===== config.mk =====
export PLATFORM = sky130hd
export DESIGN_NAME = sbcd_cfg
export DESIGN_NICKNAME = d
export VERILOG_FILES = /design/src/hdl/sbcd_pkg.sv /design/src/hdl/sbcd_cfg.sv
export SDC_FILE = /design/constraint.sdc
export NUM_CORES = 1
export LEC_CHECK = 0
export ABC_AREA = 1
export ABC_CLOCK_PERIOD_IN_PS = 1200
export BUFFER_PORTS_ARGS = -buffer_cell sky130_fd_sc_hd__buf_2
export CAP_MARGIN = 25
export CORE_ASPECT_RATIO = 0.6
export CORE_MARGIN = 10
export CORE_UTILIZATION = 25
export DETAILED_ROUTE_END_ITERATION = 12
export GPL_TIMING_DRIVEN = 0
export PLACE_DENSITY_LB_ADDON = 0.05
export SYNTH_ARGS = -nofsm -noshare
export SYNTH_HDL_FRONTEND = slang
export SYNTH_SLANG_ARGS = --single-unit

===== constraint.sdc =====
create_clock -name clk -period 1.2 [get_ports clk]
set_clock_uncertainty 0.2 [all_clocks]
set_input_delay 0.06 -clock clk [delete_from_list [all_inputs] [get_ports clk]]
set_output_delay 0.06 -clock clk [all_outputs]
set_load 0.1 [all_outputs]

===== src/hdl/sbcd_pkg.sv =====
// Shared constants and types for the signalling bit change detector.
package sbcd_pkg;

	localparam int NUM_AREAS     = 3;
	localparam int ADDRESS_SPACE = 256;
	localparam int CNT_W         = 9;
	localparam int ENTRY_W       = 9;
	localparam int UNK_BIT       = 8;
	localparam int AW            = $clog2(ADDRESS_SPACE);
	localparam int DEPTH         = NUM_AREAS * ADDRESS_SPACE;
	localparam int IW            = $clog2(DEPTH);

	localparam logic [ENTRY_W-1:0] ENTRY_UNKNOWN = ENTRY_W'(1) << UNK_BIT;

	localparam logic KIND_CHANGE = 1'b0;
	localparam logic KIND_RANGE  = 1'b1;

	localparam logic [1:0] REG_AREA0_COUNT = 2'd0;
	localparam logic [1:0] REG_AREA1_COUNT = 2'd1;
	localparam logic [1:0] REG_AREA2_COUNT = 2'd2;

	typedef logic [NUM_AREAS-1:0][CNT_W-1:0] count_arr_t;

	localparam count_arr_t COUNT_RESET = {9'd15, 9'd0, 9'd8};

	typedef struct packed {
		logic        kind;
		logic [1:0]  area;
		logic [15:0] addr;
		logic [2:0]  bit_index;
		logic        bit_value;
	} result_t;

	typedef struct packed {
		logic               we;
		logic [IW-1:0]      waddr;
		logic [ENTRY_W-1:0] wdata;
		logic [IW-1:0]      raddr;
	} mem_req_t;

endpackage


===== src/hdl/sbcd_cfg.sv =====
// Area address count registers and their write port.
module sbcd_cfg (
	input  logic                       clk,
	input  logic                       arst_n,
	input  logic                       cfg_valid,
	output logic                       cfg_ready,
	input  logic [1:0]                 cfg_index,
	input  logic [sbcd_pkg::CNT_W-1:0] cfg_data,
	output sbcd_pkg::count_arr_t       counts
);

	sbcd_pkg::count_arr_t counts_q;

	assign cfg_ready = 1'b1;
	assign counts    = counts_q;

	always_ff @(posedge clk or negedge arst_n) begin
		if (!arst_n) begin
			counts_q <= sbcd_pkg::COUNT_RESET;
		end else if (cfg_valid) begin
			unique case (cfg_index)
				sbcd_pkg::REG_AREA0_COUNT: counts_q[0] <= cfg_data;
				sbcd_pkg::REG_AREA1_COUNT: counts_q[1] <= cfg_data;
				sbcd_pkg::REG_AREA2_COUNT: counts_q[2] <= cfg_data;
				default: ;
			endcase
		end
	end

endmodule


==> metrics.cfg <==
[outcome]
outcome = finished, violations left
violations = hold timing, setup timing

[synthesis]
synth_fp_nets = 135
synth_area_um2 = 1160
syn_inst = 121
yosysSeqAreaShare = 0.589
postSynthRegisterBits = 27
synth_cell_types = 13
ys.warnings.count = 0
avgSynthCellArea_um2 = 9.58

[floorplanning]
ios = 42
die_h_um = 72.7
die_x_um = 108
initial_core_util = 0.257
core_area_um2 = 4520
fp-row-count = 19
dieArea_um2 = 7850

[sta]
hold_ws_ns = -0.0622
period_share = 1.12
rsz0062_at_grt = yes
drv_slew = 0
slew_headroom = 0.590
hold_viol_final = 9
setup_slack_ns = -0.142
fin_crit_ns = 1.34
setup_viol = 5
tightest_slew_ns = 0.616
fmax_mhz = 745

[global_route]
overflow = 0
antenna_found_initial = 0
gr-usage-all-layers = 0.0933
grt_pass1_vias = 1167
grt_pass1_wl_um = 5910
grt_max_degree = 28

[setup_path]
crit_required_ns = 0.94
worst-path-buf-inv = 1
start_kind = flop
reg2reg_slack_ns = 0.10
cp_cell_sequence = buf_12
critPathArrivalTime_ns = 1.08
slowest_delay_ns = 0.64
crit_slowest_cell = dfstp_4
worstSetupPathType = flop to output port
cp_top_family = flip-flops
worstPathMaxFanout = 2
cp-end-kind = output port

[drt]
ant_nets = 0
wl_um = 3450
first_iter_violations = 65
wl_per_cell_um = 14.4
drc_errors = 0
num_vias = 1066
via_per_inst = 4.44
first_pass_iters = 4

[power_and_ir_drop]
p_leak_nw = 0.891
vdd_drop_max_v = 0.000836
p_total_mw = 3.55
p_per_area_nw_per_um2 = 1900

[cells_and_area]
diodes = 0
largest_register_ffs = 27
nets = 192
finalNonFillerCells = 240
final_util = 0.413
areaGrowthSynthToFinish_pct = 61.0
drive_gt1_frac = 0.469

[placed_design]
hpwlAfterDp_um = 2580
gp_congestion = 0.745
portBuffers = 39
dp.cells = 223

[cts]
clk_latency_ns = 0.27
cts_made_buffers = 3
htreeDepth = 1
hold_buffers = 11
root_buffer = clkbuf_8
numClockSinks = 27
clk_pin_slew_ns = 0.09
cts_tree = yes
ctsLongestPathBuffers = 2

[min_path]
hold_path_class = input port to flop

[job]
drv_cap = 0

==> placed cells by master, fill, tap and decap left out <==
master,count
buf_12,5
buf_2,14
buf_4,3
buf_6,25
clkbuf_1,1
clkbuf_8,3
conb_1,1
dfrtp_2,22
dfstp_4,5
dlygate4sd3_1,11
inv_2,2
nand2_1,54
nand2_4,1
nand3_1,9
nand3_4,2
nand4_1,18
nor2_4,1
==> power by group <==
part           switching [mW]  internal, mW
registers               0.115          1.11
logic                    1.34         0.460
clock network           0.283         0.238
total                    1.74          1.81
==> cells in the mapped netlist (all sizes together) <==
cell type / n / area, um2
dfstp: 5 / 131
dfrtp: 22 / 551
nor2: 1 / 11.3
nand2: 55 / 214
inv: 2 / 7.51
nand4: 18 / 113
conb: 1 / 3.75
buf: 6 / 47.5
nand3: 11 / 80.1
==> worst min-delay path: cells and delay by family <==
family / cells / cell delay, ns
buf+inv: 1 / 0.14
simple gates: 3 / 0.21
==> timing repair <==
item | in CTS | in global routing
gates resized for setup | 47 | 18
setup buffers | 0 | 2
hold endpoints to repair | 54 | 4
setup endpoints to repair | 27 | 37
==> layer usage <==
layer,wire length [um],GRT usage,up-vias
met5,0,0,-
met4,17,0.0177,0
met3,265,0.0353,2
met2,1650,0.156,34
met1,1520,0.113,513
li1,-,-,517
==> final timing paths <==
| path | from | end | cells past startpoint |
|---|---|---|---|
| max | counts[19] | counts[19] | 1 |
| min | cfg_index[0] | counts[3] | 4 |
| max reg2reg | counts[18] | counts[18] | 3 |
| max in group asynchronous | arst_n | counts[16] | 2 |
| min in group asynchronous | arst_n | counts[26] | 2 |
| min reg2reg | counts[9] | counts[9] | 2 |
==> cell type report <==
type	count	area (um2)
buffer	6	51.3
timing repair buffer	52	533
clock buffer	4	45.0
fill	466	2650
sequential	27	728
tap	63	78.8
multi-input combinational	86	422
inverter	2	7.51
==> kinds of logic (layout without fill, tap and decap cells) <==
| group | count (synthesis) | after routing | share of synthesized area |
|---|---|---|---|
| AND/OR/NAND/NOR | 85 | 85 | 0.361 |
| flip-flops | 27 | 27 | 0.589 |
| buffers and inverters | 8 | 64 | 0.0475 |
| other | 1 | 1 | 0.00324 |
==> metrics by stage <==
step | hold WS, ns | worst slack (ns) | area (um2) | setup TNS (ns)
after floorplan | -0.436 | 0.0371 | 1200 | 0
after global placement | -0.0969 | -0.0738 | 1480 | -0.367
after detailed placement | -0.0861 | -0.0823 | 1480 | -0.383
after CTS | -0.0568 | -0.155 | 1780 | -0.747
after global routing | -0.0190 | -0.180 | 1870 | -0.885
final | -0.0622 | -0.142 | 1870 | -0.696
Power figures use the tool's default switching activity.
