===== config.mk =====
export PLATFORM = sky130hd
export DESIGN_NAME = sbcd_ram
export DESIGN_NICKNAME = d
export VERILOG_FILES = /design/src/hdl/sbcd_ram.sv
export SDC_FILE = /design/constraint.sdc
export NUM_CORES = 1
export LEC_CHECK = 0
export ABC_CLOCK_PERIOD_IN_PS = 1700
export BUFFER_PORTS_ARGS = -buffer_cell sky130_fd_sc_hd__clkbuf_2
export CORE_UTILIZATION = 35
export DETAILED_ROUTE_END_ITERATION = 8
export HOLD_SLACK_MARGIN = 0.03
export PLACE_DENSITY = 0.56
export RECOVER_POWER = 25
export REMOVE_ABC_BUFFERS = 1
export SLEW_MARGIN = 0
export SYNTH_ARGS = -nofsm -noshare
export SYNTH_HDL_FRONTEND = slang
export SYNTH_SLANG_ARGS = --single-unit

===== constraint.sdc =====
create_clock -name clk -period 1.7 [get_ports clk]
set_input_delay 0.34 -clock clk [delete_from_list [all_inputs] [get_ports clk]]
set_output_delay 0.34 -clock clk [all_outputs]
set_load 0.02 [all_outputs]

===== src/hdl/sbcd_ram.sv =====
// Generic single-clock RAM, one write port and one registered read port.
module sbcd_ram #(
	parameter int WIDTH = 8,
	parameter int DEPTH = 16
) (
	input  logic                     clk,
	input  logic                     we,
	input  logic [$clog2(DEPTH)-1:0] waddr,
	input  logic [WIDTH-1:0]         wdata,
	input  logic [$clog2(DEPTH)-1:0] raddr,
	output logic [WIDTH-1:0]         rdata
);

	logic [WIDTH-1:0] mem [DEPTH];

	always_ff @(posedge clk) begin
		if (we) begin
			mem[waddr] <= wdata;
		end
		rdata <= mem[raddr];
	end

endmodule


==> summary.txt <==
Logic synthesis
  • Top-count cell post-synth: edfxtp_1
  • Cell count after synthesis: 229
  • Post-synth EDFFs: 128
  • Synth area leader: edfxtp_1
  • Yosys warns: 0
  • Ranking of synthesized cells by area: edfxtp_1 (75%), mux4_2 (7.9%), mux4_1 (7.1%)
  • Fraction of registers with async set/reset: 0
  • Distinct cell type count after synthesis: 19
  • Top cells by count, synth: edfxtp_1 (128), mux4_2 (18), a22oi_1 (16)
  • Post-synth top area share: 0.7467
  • Register bit total from synthesis: approximately 140
  • Cell area after synthesis: 5147 um^2
  • Syn_area_per_cell: between 20 and 25 um^2
  • Seq/Total Area, Yosys: 0.7778
  • Synth Flop Type: edfxtp_1

Finish
  • Nets: slightly above 300
  • Non-Filler Instances: 480
  • Area grow syn2layout: 20.73%
  • Register area: about 4000 um^2
  • FILL cells: about 1.2k
  • Area of the multi-input gates: 1057 um^2
  • Final Util: 0.4409
  • Share of cells above drive strength 1: 0.3110

Place
  • GPL Wtd Cong: 0.7553
  • Final HPWL DP: 6.617 mm
  • Placed instance count: 447
  • Dpl ws: -0.1304 ns
  • Port Buffers: 25

Setup path
  • Worst R2R Start: mem[9][5]
  • Worst endpoint data arrival time: ~1.7 ns
  • R2R Path End: rdata[5]
  • Critical path class: input pin to register
  • Worst Path Max Fanout: 16
  • Flop-to-flop setup slack: approximately 0.35 ns
  • Worst setup SP type: input pin
  • Slowest CP cell: mux4_1
  • Reg2Reg Depth: 3
  • Bufs and invs on worst path: 2
  • Crit path cell chain: clkbuf_2 -> buf_12 -> mux4_1 -> a22oi_1 -> nand2_1
  • Crit end category: register
  • Delay-heaviest family, CP: multiplexers
  • CP required: around 2 ns
  • Worst path max stage delay: 0.56 ns

Power and ir drop
  • Logic pwr share: 0.048
  • Power per standard cell area: 1257 nW/um^2
  • Leak: around 0.0021 uW
  • Clk network pwr share: 0.469
  • Sw power: 1576 uW
  • Switching Share: 0.2018
  • Total Power: 7811 uW
  • Worst vdd ir: 0.6823 mV
  • Sequential fraction of design power: 0.483
  • Internal power: 6235 uW

Die
  • Num ports: 26
  • Die ar.: about 15,000 um^2
  • Die Y: roughly 120 um
  • Num rows: 43
  • Die X-Extent: 123.3 um
  • Starting density of the core: 0.3652
  • Core area: about 14,000 um^2

STA
  • Setup_tns: 0 ns
  • Final setup violation count: 0
  • Clock Skews: ~0.0067 ns
  • Period utilization: 0.7930
  • Slew Limit Fails: 0
  • Rel. slew slack: 0.4351
  • Highest clock rate: 741.8 MHz
  • Post-layout minimum cycle time: 1.348 ns
  • Slew @ Worst Pin: between 0.8 and 0.9 ns
  • Final critical-path setup slack: 0.3518 ns
  • RSZ-0062 raised after global routing: no
  • Count of final hold-check violations: 0

Clock tree
  • CTS tree: yes
  • Hold buffers post-CTS: 0
  • Clock slew at reported path FFs: 0.06 ns
  • # Post-CTS Setup Buffers: 0
  • Worst-Skew Late Latency: roughly 0.42 ns
  • CTS sink count: between 100 and 150
  • CTS root buf: clkbuf_16
  • Post-cts resize count: 0
  • CTS Buf Count: 17
  • Maximum buffer depth of the clock tree: 2
  • H-tree levels: 4

Hold path
  • Hold Crit Endpoint: mem[3][7]
  • Worst Hold Launch: wdata[7]
  • Hold Path Depth: 1
  • Worst hold path type: input pin to register

Global routing
  • Vias in the first global route: 2,671
  • Initial antenna violation count: 1
  • GR Util All Layers: 0.1561
  • Remaining Overflow, GRT: 0
  • Largest net degree at the start of global routing: 33
  • Global-route wire length before repair: 15.95 mm

Status
  • Status: finished, final reports clean

Detailed routing
  • Met3 Routed Length: 473 um
  • M1 WL: 4.566 mm
  • Routed wire length: 10.45 mm
  • DR pass1 iterations: 4
  • Top Layer Used: met4
  • DRC Markers: 0
  • Via/cell ratio: 5.046
  • DRT iter0 DRCs: ~170
  • Routed Antenna Nets: 0
  • Metal2 WL: 5.321 mm
  • Wire per inst: 21.77 um
  • Vias: 2,422

Run
  • Number of max-cap violations: 0
==> cells in the final DEF, fill, tap and decap left out <==
cell	instances
edfxtp_1	128
clkbuf_2	20
buf_4	20
mux4_2	18
clkbuf_16	17
a22oi_1	16
mux4_1	14
nor2_1	13
nand2_1	9
dfxtp_1	8
clkbuf_1	6
clkinv_2	5
nor3_1	4
clkinvlp_4	4
bufinv_16	3
buf_12	3
nand3b_1	2
nand2b_1	2
diode_2	1
nor2b_1	1
and2_1	1
and2b_1	1
nand3_1	1
or3b_2	1
clkbuf_8	1
clkinv_4	1
==> metal layers <==
metal / track usage / up-vias
met5: 0 / -
met4: 0.06325 / 0
met3: 0.04797 / 9
met2: 0.2486 / 58
met1: 0.1992 / 1263
li1: - / 1092
==> how the worst max path moves through the flow <==
stage / start / to / depth (start not counted)
after global placement: raddr[0] / rdata[4] / 5
after floorplan: waddr[2] / mem[0][0] / 2
after CTS: mem[9][5] / rdata[5] / 3
after global routing: raddr[0] / rdata[4] / 5
after detailed placement: raddr[0] / rdata[4] / 5
final: raddr[0] / rdata[4] / 5
==> registers in the layout (all words and copies together), names as in the netlist <==
| name | count |
|---|---|
| rdata | 8 |
| mem | 128 |
==> cell type report <==
type / count / share of cell area
Sequential cell: 136 / 0.6443
Multi-Input combinational cell: 83 / 0.1701
Antenna cell: 1 / 0.0004027
Tap cell: 180 / 0.03624
Timing Repair Buffer: 48 / 0.05295
Clock inverter: 13 / 0.02476
Clock buffer: 19 / 0.07127
==> kinds of logic (layout without fill, tap and decap cells) <==
kind of cell / after synthesis / count (layout) / synth area share
AOI/OAI and AO/OA: 16 / 16 / 0.02334
buffers and inverters: 10 / 80 / 0.01677
DFF: 136 / 136 / 0.7778
muxes: 32 / 32 / 0.1502
other: 0 / 1 / 0
and+or+nand+nor: 35 / 35 / 0.03184
==> worst register-to-register path: cells and delay by family, from the launching register on <==
family	cells	cell delay [ns]
mux	1	0.50
flops	1	0.35
compound gates	1	0.28
simple gates	1	0.10
==> power groups by stage <==
| stage | clock network (uW) | registers (uW) | logic (uW) |
|---|---|---|---|
| final | 3660 | 3770 | 376 |
| after global routing | 3860 | 3780 | 411 |
| after CTS | 3720 | 3770 | 388 |
| after detailed placement | 0 | 3840 | 387 |
| after global placement | 0 | 3840 | 380 |
| after floorplan | 0 | 3860 | 150 |
==> metrics by stage <==
step,hold WS [ns],instance area [um^2]
5_1_grt,0.3929,6212
2_1_floorplan,0.4389,5061
3_5_place_dp,0.6726,5622
6_report,0.3764,6215
4_1_cts,0.3354,6218
3_3_place_gp,0.6598,5622
Power figures use the tool's default switching activity.
