$ cat src/hdl/sbcd_pkg.sv
// Shared constants and types for the signalling bit change detector.
package sbcd_pkg;

	localparam int NUM_AREAS     = 3;
	localparam int ADDRESS_SPACE = 256;
	localparam int CNT_W         = 9;
	localparam int ENTRY_W       = 9;
	localparam int UNK_BIT       = 8;
	localparam int AW            = $clog2(ADDRESS_SPACE);
	localparam int DEPTH         = NUM_AREAS * ADDRESS_SPACE;
	localparam int IW            = $clog2(DEPTH);

	localparam logic [ENTRY_W-1:0] ENTRY_UNKNOWN = ENTRY_W'(1) << UNK_BIT;

	localparam logic KIND_CHANGE = 1'b0;
	localparam logic KIND_RANGE  = 1'b1;

	localparam logic [1:0] REG_AREA0_COUNT = 2'd0;
	localparam logic [1:0] REG_AREA1_COUNT = 2'd1;
	localparam logic [1:0] REG_AREA2_COUNT = 2'd2;

	typedef logic [NUM_AREAS-1:0][CNT_W-1:0] count_arr_t;

	localparam count_arr_t COUNT_RESET = {9'd15, 9'd0, 9'd8};

	typedef struct packed {
		logic        kind;
		logic [1:0]  area;
		logic [15:0] addr;
		logic [2:0]  bit_index;
		logic        bit_value;
	} result_t;

	typedef struct packed {
		logic               we;
		logic [IW-1:0]      waddr;
		logic [ENTRY_W-1:0] wdata;
		logic [IW-1:0]      raddr;
	} mem_req_t;

endpackage

$ cat src/hdl/sbcd_engine.sv
// Byte sequencer: image clear after reset, range check, read-compare-write of the image, event emission.
module sbcd_engine (
	input  logic                     clk,
	input  logic                     arst_n,
	input  sbcd_pkg::count_arr_t     counts,
	input  logic                     in_valid,
	output logic                     in_ready,
	input  logic                     func,
	input  logic [1:0]               area,
	input  logic [15:0]              address,
	input  logic [31:0]              data,
	output logic                     out_valid,
	input  logic                     out_ready,
	output sbcd_pkg::result_t        out_res,
	output logic                     out_last,
	output sbcd_pkg::mem_req_t       mem_req,
	input  logic [sbcd_pkg::ENTRY_W-1:0] mem_rdata
);

	localparam logic [2:0] ST_CLEAR = 3'd0;
	localparam logic [2:0] ST_IDLE  = 3'd1;
	localparam logic [2:0] ST_CHECK = 3'd2;
	localparam logic [2:0] ST_CMP   = 3'd3;
	localparam logic [2:0] ST_EMIT  = 3'd4;
	localparam logic [2:0] ST_FLUSH = 3'd5;

	localparam int IW = sbcd_pkg::IW;

	logic [2:0]        state_q;
	logic [IW-1:0]     clr_q;
	logic              func_q;
	logic [1:0]        area_q;
	logic [15:0]       addr_q;
	logic [31:0]       data_q;
	logic [1:0]        byte_q;
	logic [7:0]        mask_q;
	logic              pend_valid_q;
	sbcd_pkg::result_t pend_q;
	logic              out_valid_q;
	sbcd_pkg::result_t out_q;
	logic              out_last_q;

	logic [15:0]                 byte_addr;
	logic [7:0]                  cur_byte;
	logic [sbcd_pkg::CNT_W-1:0]  cnt;
	logic                        in_range;
	logic                        last_byte;
	logic [IW-1:0]               idx;
	logic [7:0]                  mask_new;
	logic [2:0]                  sel;
	logic                        gen_valid;
	sbcd_pkg::result_t           gen;
	logic                        out_free;
	logic                        fire_gen;
	logic                        push;
	logic                        adv;

	assign in_ready  = (state_q == ST_IDLE);
	assign out_valid = out_valid_q;
	assign out_res   = out_q;
	assign out_last  = out_last_q;

	assign byte_addr = addr_q + 16'(byte_q);
	assign cur_byte  = func_q ? data_q[{~byte_q, 3'b000} +: 8] : data_q[7:0];
	assign last_byte = !func_q || (byte_q == 2'd3);
	assign idx       = IW'(area_q) * IW'(sbcd_pkg::ADDRESS_SPACE)
	                 + IW'(byte_addr[sbcd_pkg::AW-1:0]);

	always_comb begin
		cnt = '0;
		for (int i = 0; i < sbcd_pkg::NUM_AREAS; i++) begin
			if (area_q == 2'(i)) begin
				cnt = counts[i];
			end
		end
	end

	assign in_range = (byte_addr < 16'(sbcd_pkg::ADDRESS_SPACE)) && (byte_addr < 16'(cnt));

	assign mask_new = mem_rdata[sbcd_pkg::UNK_BIT] ? 8'hff : (mem_rdata[7:0] ^ cur_byte);

	always_comb begin
		sel = '0;
		for (int i = 7; i >= 0; i--) begin
			if (mask_q[i]) begin
				sel = 3'(i);
			end
		end
	end

	always_comb begin
		gen_valid     = 1'b0;
		gen.kind      = sbcd_pkg::KIND_CHANGE;
		gen.area      = area_q;
		gen.addr      = byte_addr;
		gen.bit_index = '0;
		gen.bit_value = 1'b0;
		if (state_q == ST_CHECK && !in_range) begin
			gen_valid = 1'b1;
			gen.kind  = sbcd_pkg::KIND_RANGE;
		end else if (state_q == ST_EMIT && mask_q != '0) begin
			gen_valid     = 1'b1;
			gen.bit_index = sel;
			gen.bit_value = cur_byte[sel];
		end
	end

	// one result is held back so that last can be set once the item is done
	assign out_free = !out_valid_q || out_ready;
	assign fire_gen = gen_valid && (!pend_valid_q || out_free);
	assign push     = pend_valid_q && out_free && (fire_gen || state_q == ST_FLUSH);
	assign adv      = (state_q == ST_CHECK && !in_range && fire_gen)
	               || (state_q == ST_EMIT && mask_q == '0);

	always_comb begin
		mem_req.raddr = idx;
		mem_req.we    = 1'b0;
		mem_req.waddr = idx;
		mem_req.wdata = {1'b0, cur_byte};
		if (state_q == ST_CLEAR) begin
			mem_req.we    = 1'b1;
			mem_req.waddr = clr_q;
			mem_req.wdata = sbcd_pkg::ENTRY_UNKNOWN;
		end else if (state_q == ST_CMP) begin
			mem_req.we = 1'b1;
		end
	end

	always_ff @(posedge clk or negedge arst_n) begin
		if (!arst_n) begin
			state_q      <= ST_CLEAR;
			clr_q        <= '0;
			byte_q       <= '0;
			mask_q       <= '0;
			pend_valid_q <= 1'b0;
			out_valid_q  <= 1'b0;
		end else begin
			unique case (state_q)
				ST_CLEAR: begin
					clr_q <= clr_q + IW'(1);
					if (clr_q == IW'(sbcd_pkg::DEPTH - 1)) begin
						state_q <= ST_IDLE;
					end
				end
				ST_IDLE: begin
					if (in_valid) begin
						byte_q  <= '0;
						state_q <= ST_CHECK;
					end
				end
				ST_CHECK: begin
					if (in_range) begin
						state_q <= ST_CMP;
					end
				end
				ST_CMP: begin
					mask_q  <= mask_new;
					state_q <= ST_EMIT;
				end
				ST_EMIT: begin
					if (fire_gen) begin
						mask_q[sel] <= 1'b0;
					end
				end
				ST_FLUSH: begin
					if (!pend_valid_q || out_free) begin
						state_q <= ST_IDLE;
					end
				end
				default: state_q <= ST_IDLE;
			endcase

			if (adv) begin
				if (last_byte) begin
					state_q <= ST_FLUSH;
				end else begin
					byte_q  <= byte_q + 2'd1;
					state_q <= ST_CHECK;
				end
			end

			if (fire_gen) begin
				pend_valid_q <= 1'b1;
			end else if (push) begin
				pend_valid_q <= 1'b0;
			end

			if (push) begin
				out_valid_q <= 1'b1;
			end else if (out_ready) begin
				out_valid_q <= 1'b0;
			end
		end
	end

	always_ff @(posedge clk) begin
		if (state_q == ST_IDLE && in_valid) begin
			func_q <= func;
			area_q <= area;
			addr_q <= address;
			data_q <= data;
		end
		if (fire_gen) begin
			pend_q <= gen;
		end
		if (push) begin
			out_q      <= pend_q;
			out_last_q <= (state_q == ST_FLUSH);
		end
	end

	a_idle_no_pending: assert property (@(posedge clk) disable iff (!arst_n)
		state_q == ST_IDLE |-> !pend_valid_q)
		else $error("held result left over at item end");

	a_accept_starts_check: assert property (@(posedge clk) disable iff (!arst_n)
		in_valid && in_ready |=> state_q == ST_CHECK)
		else $error("accepted transaction did not start a range check");

	a_write_clears_unknown: assert property (@(posedge clk) disable iff (!arst_n)
		mem_req.we && state_q != ST_CLEAR |-> !mem_req.wdata[sbcd_pkg::UNK_BIT])
		else $error("image write left the unknown flag set");

	a_cmp_to_emit: assert property (@(posedge clk) disable iff (!arst_n)
		state_q == ST_CMP |=> state_q == ST_EMIT && mask_q == $past(mask_new))
		else $error("compare result not captured");

endmodule
$ cat config.mk
export PLATFORM = sky130hd
export DESIGN_NAME = sbcd_engine
export DESIGN_NICKNAME = d
export VERILOG_FILES = /design/src/hdl/sbcd_pkg.sv /design/src/hdl/sbcd_engine.sv
export SDC_FILE = /design/constraint.sdc
export NUM_CORES = 1
export LEC_CHECK = 0
export ABC_AREA = 1
export BUFFER_PORTS_ARGS = -buffer_cell sky130_fd_sc_hd__buf_4
export CAP_MARGIN = 20
export CORE_UTILIZATION = 50
export CTS_CLUSTER_DIAMETER = 50
export DETAILED_ROUTE_END_ITERATION = 8
export PLACE_DENSITY_LB_ADDON = 0.08
export SLEW_MARGIN = 0
export SYNTH_ARGS = -nofsm -noshare
export SYNTH_HDL_FRONTEND = slang
export SYNTH_SLANG_ARGS = --single-unit
$ cat constraint.sdc
create_clock -name clk -period 4.5 [get_ports clk]
set_clock_uncertainty 0.2 [all_clocks]
set_input_delay 0.45 -clock clk [delete_from_list [all_inputs] [get_ports clk]]
set_output_delay 0.45 -clock clk [all_outputs]
set_load 0.02 [all_outputs]
==> results of run 1 <==
## through the flow
step                      std cells  power (uW)  cell area, um^2  hold WS, ps
after CTS                       946        5460             8310         2.06
after detailed placement        864        3870             7140          185
final                           948        5450             8330          120
after global routing            948        5780             8330          136
after global placement          864        3810             7140          177
after floorplan                 588        3130             5930        -45.6
## cell usage in the layout (no fill, tap or decap), types with 8 or more instances in the layout
cell           instances
dfrtp_1               25
clkbuf_16             17
edfxtp_1              98
xnor2_1                8
nand4_1                9
inv_1                 80
nand3_1               39
dlygate4sd3_1         52
ha_1                  12
buf_4                153
nor3_1                 8
xor2_1                12
nand2_1              120
o21ai_0               39
nor2_1                57
## report_power, final
group / leakage [uW] / internal, uW / switching (uW)
Combinational: 0.00220 / 734 / 1320
Clock: 0.000319 / 1040 / 507
Sequential: 0.00122 / 1670 / 177
Total: 0.00374 / 3450 / 2000
## logic make-up after synthesis
kind of cell | share of synthesized area [%]
AND/OR/NAND/NOR | 19.3
flip-flops | 60.2
buffers and inverters | 7.28
AO/OA/AOI/OAI | 7.41
XOR/XNOR | 2.96
adder cells (fa/ha/maj) | 2.87
## registers in the layout, summed over array words and instances, names as in the netlist, 2 cells and up
signal and cells:
addr_q 16, area_q 2, byte_q 2, clr_q 10
data_q 32, mask_q 8, out_res 23, pend_q 23
state_q 3
## what timing repair did
item | CTS | global route
hold buffers | 50 | 2
setup endpoints to repair | 0 | 9
hold endpoints to repair | 74 | 2
## metal layers
layer	vias to the layer above	share of wire, %	global-route usage [%]	routed length, um
li1	2390	-	-	-
met1	2255	44	32.2	6490
met2	152	48	40.7	7060
met3	21	5.4	7.87	793
met4	0	1.7	9.60	255
met5	-	0	0	0
## worst register-to-register path, delay by kind of cell (launching register included)
| kind | cells | cell delay [ps] |
|---|---|---|
| AO/OA/AOI/OAI | 1 | 70 |
| buffers and inverters | 5 | 1100 |
| adder cells (fa/ha/maj) | 3 | 880 |
| XOR/XNOR | 1 | 200 |
| AND/OR/NAND/NOR | 10 | 740 |
| flip-flops | 1 | 550 |
## path summary, 6_finish.rpt
kind / depth (start not counted) / endpoint / slack [ps]
worst min register to register: 0 / out_res[4] / 210
max in group asynchronous: 2 / clr_q[9] / 3550
min in group asynchronous: 2 / mask_q[7] / 290
worst min-delay path: 4 / out_valid / 120
worst max-delay path: 20 / out_res[15] / 370
worst max register to register: 20 / out_res[15] / 370
## final cells by class
cell class              instances  area [um^2]  area share (%)
flip-flops and latches        123         3570            42.8
multi-input cells             362         1930            23.2
repair buffers                205         1670            20.0
clock buffers                  18          429            5.15
inverters                      83          312            3.74
clock inverters                14          243            2.91
well taps                     143          179            2.15
==> results.toml, run 1 <==
[run_status]
status = "finished, final reports clean"

[pwr]
leakage_uw = 0.00374
powerDensity_mw_per_mm2 = 654
ir_worst_vdd_mv = 0.484

[final_layout]
syn_to_final_growth_pct = 40.6
drive_above_1_share_pct = 25.5
final_nets = 896
fillCellCount = 841
n_antenna_cell = 0
post-route-util_pct = 72.7

[worst_setup_path]
cp-start-kind = "flip-flop"
cp-startpoint = "byte_q[0]"
worst_path_max_delay_cell = "inv_1"
crit_family = "buffers and inverters"
critPathArrivalTime_ps = 3980
timing.rr.start = "byte_q[0]"
crit_chain = "ha_1, inv_1, fa_1, inv_1, nand2_1, inv_1, nand2_1, xor2_1, inv_1, ha_1, nand2_1, nor2_1, nand2_1, nand2_1, nand2_1, nand2_1, nand2_2, nand2_4, o21ai_2, inv_1"
crit_type = "reg -> reg"
required_ps = 4340
slowest_delay_ps = 680
end_kind = "flip-flop"
path_buf_inv = 5
crit_top_cell = "nand2_1"
cp_max_fo = 24

[yosys]
netlist_instances = 588
syn-num-nets = 692
synth.most_common_cell = "nand2_1"
synthTopCellsByCount = "120 x nand2_1, 98 x edfxtp_1, 80 x inv_1"
synth_cell_type_count = 39
synth-edff-count = 98
synth_area_mm2 = 0.00593
synthTopCellsByArea = "edfxtp_1 50%, dfrtp_1 11%, nand2_1 7.6%"
avgSynthCellArea_um2 = 10.1
synth-main-ff-cell = "edfxtp_1"
synth_seq_cells = 123
synth_warnings = 0
yosysTopAreaCell = "edfxtp_1"
yosysTopAreaCellShare_pct = 49.7
yosysSeqAreaShare_pct = 60.2
synthArstFlopShare_pct = 20.3

[timing]
post-route-period-util_pct = 91.8
setup_viol = 0
tns_ps = 0
fmax_ghz = 0.242
rsz0062_at_grt = "true"
period_minus_slack_ps = 4130
worstMarginPinSlew_ps = 934
drv_slew = 0
fin_ws_ps = 367
max_slew_margin_pct = 37.6
hold_viol_final = 0

[clocking]
clockRootBuffer = "clkbuf_16"
cts_sinks = 123
cts_setup_buffers = 0
htreeDepth = 4
clk_pin_slew_ps = 60
clk_latency_ps = 430
cts_resized = 0
cts_tree = "built"
cts_buffers = 17
cts.path.max_buffers = 2

[global_routing]
grt_max_degree = 32
antenna_found_initial = 0
grt-ovfl-total = 0
grtUsageTotal_pct = 25.3
grt_pass1_wl_um = 23900
first_global_vias = 4822

[drt]
vias_per_cell = 5.08
routed_wl_um = 14600
drt-initial-drc-count = 292
route.detailed.drc = 0
first_pass_iters = 5
ant_nets = 0
routed-via-count = 4818
wl_per_cell_um = 15.4

[hold_path]
hp-class = "in -> reg"
hold_start = "out_ready"

[floorplanning]
core_mm2 = 0.0115
num_rows = 39
ioPinCount = 147
die_w_um = 111
start_util_pct = 51.7
die_area_mm2 = 0.0123
dieHeight_um = 111

[placed_design]
dp_hpwl_um = 10200
pre_cts_ws_ps = 387
globalplace.congestion = 0.868
port_buffers = 146

[run]
maxCapViolCount = 0
Power figures use the tool's default switching activity.
==> run 2, diff against run 1 <==
--- a/config.mk
+++ b/config.mk
@@ -8,7 +8,7 @@
 export ABC_AREA = 1
 export BUFFER_PORTS_ARGS = -buffer_cell sky130_fd_sc_hd__buf_4
 export CAP_MARGIN = 20
-export CORE_UTILIZATION = 50
+export CORE_UTILIZATION = 54
 export CTS_CLUSTER_DIAMETER = 50
 export DETAILED_ROUTE_END_ITERATION = 8
 export PLACE_DENSITY_LB_ADDON = 0.08
==> constraint.sdc (replaced) <==
create_clock -name clk -period 4.5 [get_ports clk]
set_clock_uncertainty 0.2 [all_clocks]
set_input_delay 0.45 -clock clk [delete_from_list [all_inputs] [get_ports clk]]
set_output_delay 0.45 -clock clk [all_outputs]
set_load 0.01 [all_outputs]
==> results.toml, run 2 (synthesis gave the netlist of run 1 again) <==
[global_routing]
grt_pass1_wl_um = 24000
grt_max_degree = 35
first_global_vias = 4968
grt-ovfl-total = 0
antenna_found_initial = 0
grtUsageTotal_pct = 28.2

[clocking]
cts_tree = "built"
clockRootBuffer = "clkbuf_8"
cts_sinks = 123
htreeDepth = 4
cts.path.max_buffers = 2
clk_pin_slew_ps = 60
cts_buffers = 17
clk_latency_ps = 540

[drt]
wl_per_cell_um = 16.2
wl_met1_um = 6260
route.met2.wl_um = 7690
wl_met3_um = 1050
ant_nets = 0
routed-via-count = 5003
routed_wl_um = 15400
drt-initial-drc-count = 283
highest_layer = "met4"
route.detailed.drc = 0
vias_per_cell = 5.28
first_pass_iters = 5

[floorplanning]
die_w_um = 107
die_area_mm2 = 0.0114
num_rows = 37
dieHeight_um = 107
start_util_pct = 56.6
ioPinCount = 147
core_mm2 = 0.0105

[worst_setup_path]
crit_type = "reg -> reg"
cp-start-kind = "flip-flop"
critPathArrivalTime_ps = 4130
end_kind = "flip-flop"
required_ps = 4580
cp_max_fo = 13

[placed_design]
dp_hpwl_um = 9950
globalplace.congestion = 0.874
port_buffers = 146
post_dp_cell_area_mm2 = 0.00714

[final_layout]
n_antenna_cell = 0
fillCellCount = 668
final_nets = 903
multiInputGateArea_mm2 = 0.00193
largest_register_ffs = 32
regMostFlops = "data_q"
seqCellArea_mm2 = 0.00357
final_common_cell = "buf_4"
fin_area_mm2 = 0.00830
final_cell_mix = "157 x buf_4, 120 x nand2_1, 98 x edfxtp_1"
drive_above_1_share_pct = 26.2
syn_to_final_growth_pct = 40.1

[timing]
hold_viol_final = 0
worstMarginPinSlew_ps = 999
drv_slew = 0
post-route-period-util_pct = 90.0
setup_viol = 0
tns_ps = 0
rsz0062_at_grt = "false"
max_slew_margin_pct = 33.3
period_minus_slack_ps = 4050
fmax_ghz = 0.247

[pwr]
ir_worst_vdd_mv = 0.413
leakage_uw = 0.00372
powerDensity_mw_per_mm2 = 619

[run]
maxCapViolCount = 0

[run_status]
status = "finished, final reports clean"

[hold_path]
hp-class = "in -> reg"
==> run 2: cell types whose count changed in the layout (fill, tap and decap cells not counted), moves of 2 or more <==
cell,change
inv_6,+4
clkinvlp_4,+4
buf_4,+4
clkbuf_8,+2
bufinv_16,-4
dlygate4sd3_1,+2
==> run 2: metrics by stage <==
| stage | instances | setup slack, ps | hold slack [ps] | power [uW] | utilization (%) |
|---|---|---|---|---|---|
| after detailed placement | 858 | 405 | 181 | 3690 | 68.2 |
| after global routing | 948 | 66.5 | 107 | 5440 | 79.3 |
| after floorplan | 588 | 744 | -45.6 | 2960 | - |
| after CTS | 944 | 364 | 46.2 | 5080 | 79.0 |
| final | 948 | 449 | 89.5 | 5140 | 79.3 |
| after global placement | 858 | 577 | 176 | 3630 | 68.2 |
==> run 2: path summary, 6_finish.rpt <==
path                              start    endpoint  slack, ps  cells past startpoint
setup / recovery              byte_q[0]  out_res[9]        450                     21
hold / removal             mem_rdata[0]   mask_q[0]         90                      5
setup reg to reg              byte_q[0]  out_res[9]        450                     21
hold reg to reg               pend_q[2]  out_res[2]        220                      0
max in group asynchronous        arst_n   mask_q[0]       3660                      2
min in group asynchronous        arst_n   mask_q[6]        170                      2
==> run 2: repair_timing <==
action	in CTS	in global routing
hold buffers	54	0
resized for setup	0	2
hold endpoints to repair	78	0
buffers inserted	0	3
setup endpoints to repair	0	24
==> run 2: metal layers <==
| metal | vias up | GRT usage, % |
|---|---|---|
| met1 | 2371 | 34.5 |
| met2 | 201 | 46.4 |
| met5 | - | 0 |
| li1 | 2400 | - |
| met4 | 0 | 11.8 |
| met3 | 31 | 8.57 |
==> run 2: final cells by class <==
class | instances | share of cell area, %
clock inverters | 14 | 1.93
inverters | 83 | 3.80
repair buffers | 211 | 20.7
flip-flops and latches | 123 | 43.0
repair inverters | 1 | 0.0904
well taps | 136 | 2.05
clock buffers | 18 | 5.15
multi-input cells | 362 | 23.3
==> run 2: power by group <==
group | switching, uW | leakage [uW] | internal, uW
clock network | 532 | 0.000276 | 814
registers | 182 | 0.00122 | 1670
logic | 1180 | 0.00222 | 754
total | 1900 | 0.00372 | 3240
==> run 2: critical path: stages (launching register included) <==
cell and delay, ps:
dfrtp_1 550, ha_1 240, inv_1 50, fa_1 350
inv_1 80, nand2_1 80, inv_1 160, nand2_1 100
xor2_1 200, inv_1 110, ha_1 220, a21oi_1 180
nor2_1 60, a211oi_1 160, nand2_1 80, nand2_1 60
nand2_1 80, nand2_2 120, nand2_4 80, o21ai_2 290
clkinvlp_4 140, buf_4 200
==> run 3, diff against run 2 <==
--- a/config.mk
+++ b/config.mk
@@ -6,11 +6,11 @@
 export NUM_CORES = 1
 export LEC_CHECK = 0
 export ABC_AREA = 1
-export BUFFER_PORTS_ARGS = -buffer_cell sky130_fd_sc_hd__buf_4
 export CAP_MARGIN = 20
-export CORE_UTILIZATION = 54
+export CORE_UTILIZATION = 25
 export CTS_CLUSTER_DIAMETER = 50
 export DETAILED_ROUTE_END_ITERATION = 8
+export DONT_BUFFER_PORTS = 1
 export PLACE_DENSITY_LB_ADDON = 0.08
 export SLEW_MARGIN = 0
 export SYNTH_ARGS = -nofsm -noshare
==> results.toml, run 3 (synthesis gave the netlist of run 1 again) <==
[run_status]
status = "finished, final reports clean"

[global_routing]
grtUsageMet1_pct = 16.9
grt_max_degree = 51
grtUsageTotal_pct = 13.6
grtUsageMet2_pct = 22.1
antenna_found_initial = 0
first_global_vias = 4370
top_usage_layer = "met2"
grt_pass1_wl_um = 24300
use_met3_pct = 4.64
grt-ovfl-total = 0

[clocking]
cts_buffers = 17
clk_pin_slew_ps = 60
cts_sinks = 123
cts.path.max_buffers = 2
htreeDepth = 4
cts_setup_buffers = 0
cts_tree = "built"
cts_resized = 0
clockRootBuffer = "clkbuf_16"
clk_latency_ps = 420

[floorplanning]
die_w_um = 156
dieHeight_um = 156
start_util_pct = 25.9
ioPinCount = 147
core_mm2 = 0.0229
die_area_mm2 = 0.0243
num_rows = 55

[final_layout]
final_common_cell = "nand2_1"
layout.cells.non_filler = 976
drive_above_1_share_pct = 9.35
n_antenna_cell = 0
final_cell_mix = "120 x nand2_1, 98 x edfxtp_1, 80 x inv_1"
syn_to_final_growth_pct = 24.2
post-route-util_pct = 32.1
fin_area_mm2 = 0.00736
final_nets = 755
largest_register_ffs = 32
regMostFlops = "data_q"

[worst_setup_path]
reg2reg_slack_ps = 360
crit_type = "reg -> reg"
cp_max_fo = 24
rr_worst_depth = 19
timing.rr.start = "byte_q[1]"
required_ps = 4330
timing.rr.end = "out_res[14]"
cp-startpoint = "byte_q[1]"
end_kind = "flip-flop"
critical_path.endpoint = "out_res[14]"
cp-start-kind = "flip-flop"
critPathArrivalTime_ps = 3960

[drt]
routed-via-count = 4268
routed_wl_um = 15700
first_pass_iters = 4
ant_nets = 0
wl_per_cell_um = 16.1
drt-initial-drc-count = 201
vias_per_cell = 4.37
route.detailed.drc = 0

[hold_path]
hp-class = "in -> reg"

[timing]
hold_viol_final = 0
post-route-period-util_pct = 91.9
max_slew_margin_pct = 32.1
rsz0062_at_grt = "true"
drv_slew = 0
setup_viol = 0
fmax_ghz = 0.242
tns_ps = 0
period_minus_slack_ps = 4140
fin_ws_ps = 365
worstMarginPinSlew_ps = 1020

[placed_design]
post_dp_cell_area_mm2 = 0.00630
dp_hpwl_um = 11700
globalplace.congestion = 0.786
pre_cts_ws_ps = 286
numPlacedInstances = 891
port_buffers = 0

[pwr]
powerDensity_mw_per_mm2 = 628
leakage_uw = 0.00299
ir_worst_vdd_mv = 0.188

[run]
maxCapViolCount = 0
[run 3: cell types whose count changed in the layout (fill, tap and decap cells not counted), moves of 2 or more]
cell	change
inv_6	-6
clkbuf_8	-2
bufinv_16	-2
clkinv_2	+6
buf_4	-148
clkinv_1	+2
buf_12	+2
[run 3: area by class of cell]
cell class                 instances  area, um^2
fill                            2369       15600
multi-input combinational        362        1940
inverter                          83         312
sequential                       123        3570
clock inverter                    14        83.8
tap                              313         392
timing repair buffer              64         638
clock buffer                      17         425
[run 3: what timing repair did]
action | 4_1_cts | 5_1_grt
hold buffers | 54 | 0
setup endpoints to repair | 0 | 24
endpoints found under the hold margin | 77 | 0
[run 3: stage by stage]
step	hold slack [ps]	total power [uW]
after CTS	34.2	4710
after global routing	47.4	4970
after global placement	-44.6	3450
after detailed placement	-44.6	3450
final	37.3	4620
after floorplan	-45.6	2960
[run 3: worst min path at each step]
stage / slack, ps / to / cells past startpoint / from
floorplan: -50 / byte_q[0] / 0 / arst_n
global placement: -40 / out_valid / 0 / arst_n
detailed placement: -40 / out_valid / 0 / arst_n
CTS: 30 / out_valid / 3 / out_ready
global route: 50 / out_valid / 3 / out_ready
finish: 40 / out_valid / 3 / out_ready
[run 3: power breakdown]
group | internal (uW) | total, uW | leakage (uW) | switching [uW]
Clock | 688 | 1190 | 0.000241 | 505
Sequential | 1680 | 1900 | 0.00122 | 217
Combinational | 445 | 1530 | 0.00153 | 1090
Total | 2810 | 4620 | 0.00299 | 1810
[run 3: layer usage]
| metal | wire [um] | up-vias |
|---|---|---|
| met5 | 0 | - |
| met4 | 193 | 0 |
| met3 | 1080 | 15 |
| met2 | 7350 | 157 |
| met1 | 7060 | 2001 |
| li1 | - | 2095 |
[run 3: critical path, cell delays in order, from the launching register on]
cell and delay (ps):
dfrtp_1 340, clkinv_1 280, fa_1 490, inv_1 80
nand2_1 70, inv_1 150, nand2_1 90, xor2_1 160
inv_1 140, ha_1 300, nand2_1 40, nor2_1 90
nand2_1 60, nand2_1 60, nand2_1 50, nand2_1 120
nand2_2 100, nand2_4 110, o21ai_2 70, inv_1 740
